$ cat src/rtl/versioned_key_value_lookup_top_macros.svh
// Assertion macros for the versioned key-value lookup block.
// Included by the RTL file that carries concurrent checks (vkv_ctrl); no other dependencies.
`ifndef VERSIONED_KEY_VALUE_LOOKUP_TOP_MACROS_SVH
`define VERSIONED_KEY_VALUE_LOOKUP_TOP_MACROS_SVH

// Same-cycle implication, disabled while reset is asserted.
`define VKV_ASSERT_IMP(lbl, clk, rstn, ante, cons, msg) \
    lbl: assert property (@(posedge clk) disable iff (!(rstn)) (ante) |-> (cons)) \
        else $error(msg);

// Next-cycle implication, disabled while reset is asserted.
`define VKV_ASSERT_NXT(lbl, clk, rstn, ante, cons, msg) \
    lbl: assert property (@(posedge clk) disable iff (!(rstn)) (ante) |=> (cons)) \
        else $error(msg);

`endif

$ cat src/rtl/vkv_pkg.sv
// Shared types and constants of the versioned key-value lookup block.
// No dependencies; imported by every RTL module of the block.
`default_nettype none

package vkv_pkg;

    localparam int KEY_W       = 32;
    localparam int VAL_W       = 32;
    localparam int TS_W        = 31;
    localparam int ENTRIES_DEF = 256;

    typedef enum logic
    {
        CMD_SET = 1'b0,
        CMD_GET = 1'b1
    } cmd_t;

    typedef enum logic [1:0]
    {
        ST_IDLE,
        ST_SCAN,
        ST_DONE
    } state_t;

    typedef struct packed
    {
        logic [TS_W-1:0]  ts;
        logic [VAL_W-1:0] value;
        logic [KEY_W-1:0] key;
    } entry_t;

    typedef struct packed
    {
        logic             full;
        logic [VAL_W-1:0] value;
        logic             found;
    } result_t;

endpackage

`default_nettype wire

$ cat src/rtl/vkv_ctrl.sv
// Sequencer with the shared key/time compare unit; owns the entry count.
// Depends on vkv_pkg and the assertion macro header.
`default_nettype none
`include "versioned_key_value_lookup_top_macros.svh"

module vkv_ctrl
#(
    parameter int ENTRIES = vkv_pkg::ENTRIES_DEF,
    parameter int AW      = $clog2(ENTRIES),
    parameter int CW      = $clog2(ENTRIES + 1)
)
(
    input  wire logic            clk,
    input  wire logic            rst_n,
    input  wire logic            in_valid,
    output      logic            in_ready,
    input  wire vkv_pkg::cmd_t   in_cmd,
    input  wire vkv_pkg::entry_t in_entry,
    input  wire logic            out_free,
    output      logic            done,
    output vkv_pkg::result_t     res,
    output      logic            wr_en,
    output      logic [AW-1:0]   wr_addr,
    output vkv_pkg::entry_t      wr_entry,
    output      logic            rd_en,
    output      logic [AW-1:0]   rd_addr,
    input  wire vkv_pkg::entry_t rd_entry
);
    import vkv_pkg::*;

    state_t           state_reg, state_next;
    logic [CW-1:0]    cnt_reg, cnt_next;
    logic [AW-1:0]    addr_reg, addr_next;
    logic             pend_reg, pend_next;
    logic             last_reg, last_next;
    logic [KEY_W-1:0] qkey_reg, qkey_next;
    logic [TS_W-1:0]  qts_reg, qts_next;
    result_t          res_reg, res_next;
    logic             hit;

    always_ff @(posedge clk or negedge rst_n)
    begin
        if (!rst_n)
        begin
            state_reg <= ST_IDLE;
            cnt_reg   <= '0;
            pend_reg  <= 1'b0;
            last_reg  <= 1'b0;
        end
        else
        begin
            state_reg <= state_next;
            cnt_reg   <= cnt_next;
            pend_reg  <= pend_next;
            last_reg  <= last_next;
        end
    end

    always_ff @(posedge clk)
    begin
        addr_reg <= addr_next;
        qkey_reg <= qkey_next;
        qts_reg  <= qts_next;
        res_reg  <= res_next;
    end

    // Compare unit: one stored entry per cycle against the held query.
    assign hit = pend_reg && (rd_entry.key == qkey_reg) && (rd_entry.ts <= qts_reg);

    always_comb
    begin
        state_next = state_reg;
        cnt_next   = cnt_reg;
        addr_next  = addr_reg;
        pend_next  = pend_reg;
        last_next  = last_reg;
        qkey_next  = qkey_reg;
        qts_next   = qts_reg;
        res_next   = res_reg;
        in_ready   = 1'b0;
        done       = 1'b0;
        wr_en      = 1'b0;
        rd_en      = 1'b0;

        case (state_reg)
            ST_IDLE:
            begin
                in_ready = 1'b1;
                if (in_valid)
                begin
                    res_next   = '0;
                    state_next = ST_DONE;
                    if (in_cmd == CMD_SET)
                    begin
                        if (cnt_reg == CW'(ENTRIES))
                        begin
                            res_next.full = 1'b1;
                        end
                        else
                        begin
                            wr_en    = 1'b1;
                            cnt_next = cnt_reg + CW'(1);
                        end
                    end
                    else
                    begin
                        qkey_next = in_entry.key;
                        qts_next  = in_entry.ts;
                        pend_next = 1'b0;
                        last_next = 1'b0;
                        if (cnt_reg != '0)
                        begin
                            addr_next  = AW'(cnt_reg - CW'(1));
                            state_next = ST_SCAN;
                        end
                    end
                end
            end

            ST_SCAN:
            begin
                if (hit)
                begin
                    res_next.found = 1'b1;
                    res_next.value = rd_entry.value;
                    state_next     = ST_DONE;
                end
                else if (pend_reg && last_reg)
                begin
                    state_next = ST_DONE;
                end
                else
                begin
                    // Issue the next older entry while the previous one is compared.
                    rd_en     = 1'b1;
                    pend_next = 1'b1;
                    last_next = (addr_reg == '0);
                    addr_next = addr_reg - AW'(1);
                end
            end

            ST_DONE:
            begin
                if (out_free)
                begin
                    done       = 1'b1;
                    pend_next  = 1'b0;
                    state_next = ST_IDLE;
                end
            end

            default:
            begin
                state_next = ST_IDLE;
            end
        endcase
    end

    assign res      = res_reg;
    assign wr_addr  = cnt_reg[AW-1:0];
    assign wr_entry = in_entry;
    assign rd_addr  = addr_reg;

    `VKV_ASSERT_IMP(a_cnt_bound, clk, rst_n, 1'b1, cnt_reg <= CW'(ENTRIES), "count overflow")
    `VKV_ASSERT_NXT(a_cnt_step, clk, rst_n, wr_en, cnt_reg == $past(cnt_reg) + CW'(1), "count stuck")
    `VKV_ASSERT_IMP(a_rd_written, clk, rst_n, rd_en, CW'(rd_addr) < cnt_reg, "unwritten read")
    `VKV_ASSERT_NXT(a_busy, clk, rst_n, in_valid && in_ready, !in_ready, "ready after accept")

endmodule

`default_nettype wire

$ cat config.mk
export PLATFORM = sky130hd
export DESIGN_NAME = vkv_ctrl
export DESIGN_NICKNAME = d
export VERILOG_FILES = /design/src/rtl/vkv_pkg.sv /design/src/rtl/vkv_ctrl.sv
export VERILOG_INCLUDE_DIRS = /design/src /design/src/rtl
export SDC_FILE = /design/constraint.sdc
export NUM_CORES = 1
export LEC_CHECK = 0
export BUFFER_PORTS_ARGS = -buffer_cell sky130_fd_sc_hd__buf_2
export CORE_AREA = 2 2 133 135
export CTS_BUF_LIST = sky130_fd_sc_hd__clkbuf_8
export CTS_CLUSTER_SIZE = 20
export DETAILED_ROUTE_END_ITERATION = 16
export DIE_AREA = 0 0 135 137
export GPL_TIMING_DRIVEN = 0
export PLACE_DENSITY = 0.65
export SLEW_MARGIN = 15
export SYNTH_ARGS = -nofsm -noshare
export SYNTH_HDL_FRONTEND = slang
export SYNTH_SLANG_ARGS = --single-unit
$ cat constraint.sdc
create_clock -name clk -period 5.9 [get_ports clk]
set_input_delay 0 -clock clk [delete_from_list [all_inputs] [get_ports clk]]
set_output_delay 0 -clock clk [all_outputs]
set_load 0.005 [all_outputs]
# Word-level counts from Yosys, hierarchy flattened
# Index checks and enable logic that the tools add are counted.
[totals] register_bits=118
[classes] reduce_logical=16 bitwise=2 mux=36 n_eq_ne=12 addsub=3 order_cmp=1
[op_table] operator="$mux W33" count=2
[op_table] operator="$pmux W33 S2" count=1
[op_table] operator="$mux W8" count=5
[op_table] operator="$eq A32 B32 Y1" count=1
[op_table] operator="$le A31 B31 Y1" count=1
[op_table] operator="$mux W1" count=18
[op_table] operator="$pmux W8 S2" count=1
[op_table] operator="$sub A8 B1 Y8 const B" count=2
[op_table] operator="$ne A2 B2 Y1 const B" count=7
[op_table] operator="$mux W2" count=6
[op_table] operator="$reduce_and A6 Y1" count=2
[op_table] operator="$add A9 B1 Y9 const B" count=1
[op_table] operator="$eq A9 B9 Y1 const B" count=1
[op_table] operator="$reduce_and A3 Y1" count=3
[op_table] operator="$reduce_bool A9 Y1" count=1
[op_table] operator="$logic_not A8 Y1" count=1
[op_table] operator="$pmux W2 S3" count=1
[op_table] operator="$reduce_and A5 Y1" count=1
[op_table] operator="$reduce_and A4 Y1" count=1
[op_table] operator="$logic_and A1 B1 Y1" count=3
[op_table] operator="$ne A3 B3 Y1 const B" count=1
[op_table] operator="$pmux W1 S3" count=1
[op_table] operator="$reduce_bool A3 Y1" count=1
[op_table] operator="$eq A2 B1 Y1 const B" count=1
[op_table] operator="other kinds (6)" count=7

# Longest topological paths before layout
[logic_depth] ltp_word=5 ltp_mapped=11 mapped_depth_nobuf=8

# Worst setup path before layout
# OpenSTA, ideal clock, no wires.
[synth_timing] kind="register -> register" from="reg qts_reg[30]" to="reg res_reg, in the netlist res[0] (enable)" arrival_ns=2.377 path_slack_ns=3.134 path_buffers=0 setup_ns=0.389 required_ns=5.511 path_stages_with_launch=8 path_cell_list="edfxtp_1 > inv_1 > ha_1 > nand4_1 > nor4_1 > a22oi_1 > nor3_2 > a21o_1"
[synth_via] elab_chain_len=4
[synth_lines] element="start: declaration" line="vkv_ctrl.sv:37" source="logic [TS_W-1:0] qts_reg, qts_next;"
[synth_lines] element="start signal: assignment" line="vkv_ctrl.sv:63" source="qts_reg <= qts_next;"
[synth_lines] element="$le A31 B31 Y1" line="vkv_ctrl.sv:68" source="assign hit = pend_reg && (rd_entry.key == qkey_reg) && (rd_entry.ts <= qts_reg);"
[synth_lines] element="$logic_and A1 B1 Y1" line="vkv_ctrl.sv:68"
[synth_lines] element="$ne A2 B2 Y1 (no source line)"
[synth_lines] element="$reduce_and A3 Y1 (no source line)"
[synth_lines] element="end signal: assignment" line="vkv_ctrl.sv:64" source="res_reg <= res_next;"
[synth_lines] element="end: declaration" line="vkv_ctrl.sv:38" source="result_t res_reg, res_next;"
# No other way between the ends.
# A chain may end at the register's enable or synchronous reset.

# Worst setup path after layout
[layout_timing] from="reg qts_reg[30]" to="reg res_reg, in the netlist res[29] (enable)"
# Same word-level chain as after synthesis.

==> metrics <==
DR DRC count=0; clk slew on worst S/H paths=0.08 ns; clk_lat worst skew=roughly 0.44 ns; Worst VDD drop=176 uV; Initial Util=36.8%; total track usage=18.7%; largest net degree at the start of global routing=between 50 and 60; num rows=48; synthesis-to-layout area growth=52.0%; initial antenna violation count=0; Top FF cell, synth=edfxtp_1; fmax=318 MHz; Setup CP Type=reg -> reg; Final Max Slew Viols=0; Vias/cell=4.36; Crit. End Element=register; ys async rst share=11.0%; Distinct cells, synth=42; die area=18500 um2; layout cell share with drive strength beyond 1=approximately 48%; Fin Hold WS=0.0348 ns; Routed Wire Length=around 17 mm; clock root buffer=clkbuf_8; Post-synth EDFFs=105; number of diodes=0; # clock sinks=118; Arr. time, crit path=around 3.2 ns; fin crit share=53.2%; Syn Nets=between 700 and 800; leakage power=4.45 nW; share of the synthesized area in the top cell type=50.2%; met1 Use GR=between 20% and 30%; Hold Crit Class=in -> reg; PortBufs=311; WP data required=5.97 ns; endpoints failing hold=0; outcome=finished, final reports clean; dpl hpwl=12.6 mm; die span in x=about 140 um; I/O pin count=approximately 340; vias in the first global route=5230; routed len/inst=14.6 um; setup violators final=0; filler instances=1479; RD Place Congestion=around 0.79; TritonCTS clock tree=yes; fin crit period=3.14 ns; final worst slack=2.76 ns; vias=5185; Final TNS setup=0 ns; hold buffers post-CTS=100; Final Net Count=approximately 1200; post-synthesis cell area=6280 um2; CP Max Fanout=33; Slew @ Worst Pin=0.764 ns; Num CTS Buffers=17; max reg flops=34; first-pass GRT wire length=26.3 mm; total core area=17100 um2; die extent in y=between 100 and 150 um; largest cells by area after synthesis=edfxtp_1, buf_4, ha_1; Synth area leader=edfxtp_1; total grt overflow=0; PwrDens=slightly above 300 nW/um2; clock tree buffer depth=2; sequential cell area fraction in the yosys report=55.4%; post-synthesis cell count=519; total power=just under 3 mW; htree depth=4; M2 GR Usage=around 34%; Syn Area/Cell=approximately 12 um2; grt met3 use=6.93%; Yosys reg bits=118; worst slack, placed=2.72 ns; critical path startpoint category=register; max-cap viol count=0; max_slew headroom=49.1%; RSZ-0062 raised after global routing=false; antenna-violating nets left=0; clock skew=0.0149 ns; yosys warns=0; Top Usage Layer GRT=met2; Post-CTS Setup Inserts=0; CTS resizes=0; drt pass-1 iters=4; 1st-iter DRT viols=~200
synth_stat cells, types with 4 or more instances:
library cell,n
o21ai_1,5
nor4_1,6
clkbuf_1,7
inv_1,40
edfxtp_1,105
o21ai_0,9
nand4_1,17
nor2_1,13
ha_1,34
dfrtp_1,13
nor3_1,8
xor2_1,5
nand2_1,20
and2_1,32
mux2i_1,7
buf_4,103
nand3_1,4
xnor2_1,39
a21oi_1,16
layout by cell type, fill, tap and decap left out, types with 4 or more instances in the layout:
cell | netlist | final
buf_2 | 3 | 314
edfxtp_1 | 105 | 105
buf_4 | 103 | 103
dlygate4sd3_1 | 0 | 100
inv_1 | 40 | 42
xnor2_1 | 39 | 39
ha_1 | 34 | 34
and2_1 | 32 | 32
nand2_1 | 20 | 20
nand4_1 | 17 | 17
clkbuf_8 | 0 | 17
a21oi_1 | 16 | 16
nor2_1 | 13 | 13
dfrtp_1 | 13 | 13
o21ai_0 | 9 | 9
nor3_1 | 8 | 8
clkbuf_1 | 7 | 7
mux2i_1 | 7 | 7
nor4_1 | 6 | 6
o21ai_1 | 5 | 5
xor2_1 | 5 | 5
inv_6 | 0 | 5
nand3_1 | 4 | 4
stage by stage:
step,cell area [um2],instances,util [%]
2_1_floorplan,6280,519,-
3_3_place_gp,8110,1055,47.6
3_5_place_dp,8150,1056,47.8
4_1_cts,9540,1188,55.9
5_1_grt,9540,1188,55.9
6_report,9540,1188,55.9
power by group:
part	internal [mW]	switching, mW
clock	0.379	0.352
combinational	0.450	0.458
sequential	1.15	0.0908
cell type report:
class | instances | area, um2 | area share, %
Clock buffer | 17 | 234 | 2.45
Clock inverter | 15 | 154 | 1.61
Tap cell | 225 | 282 | 2.95
Buffer | 113 | 815 | 8.54
Inverter | 41 | 154 | 1.61
Sequential cell | 118 | 3480 | 36.5
Multi-Input combinational cell | 247 | 1840 | 19.3
Timing Repair Buffer | 412 | 2580 | 27.1
worst max-delay path, cell delays in order (launching register included):
cell	delay (ns)
edfxtp_1	0.33
inv_1	0.04
ha_1	0.30
nand4_1	0.16
nor4_1	0.46
a22oi_1	0.19
nor3_2	0.52
a21o_2	0.72
worst paths after layout:
check,from,end,slack [ns],cells after the start
max reg2reg,qts_reg[30],res[29],2.76,7
min in group asynchronous,rst_n,cnt_reg[5],0.66,3
min,in_valid,res[33],0.03,3
max in group asynchronous,rst_n,last_reg,4.81,3
min reg2reg,last_reg,last_reg,0.51,2
max,qts_reg[30],res[29],2.76,7
layer usage:
layer / vias up / wire length [um]
met3: 15 / 1610
met4: 0 / 253
li1: 2569 / -
met1: 2376 / 6380
met2: 225 / 9130
met5: - / 0
kinds of logic after synthesis:
group,synth area share [%]
buffers and inverters,15.4
and+or+nand+nor,10.4
adders and majority gates,6.78
DFF,55.4
xor gates and xnor gates,6.14
muxes,1.34
AOI/OAI and AO/OA,4.53
Note: power is estimated with default switching activity, not from simulation.
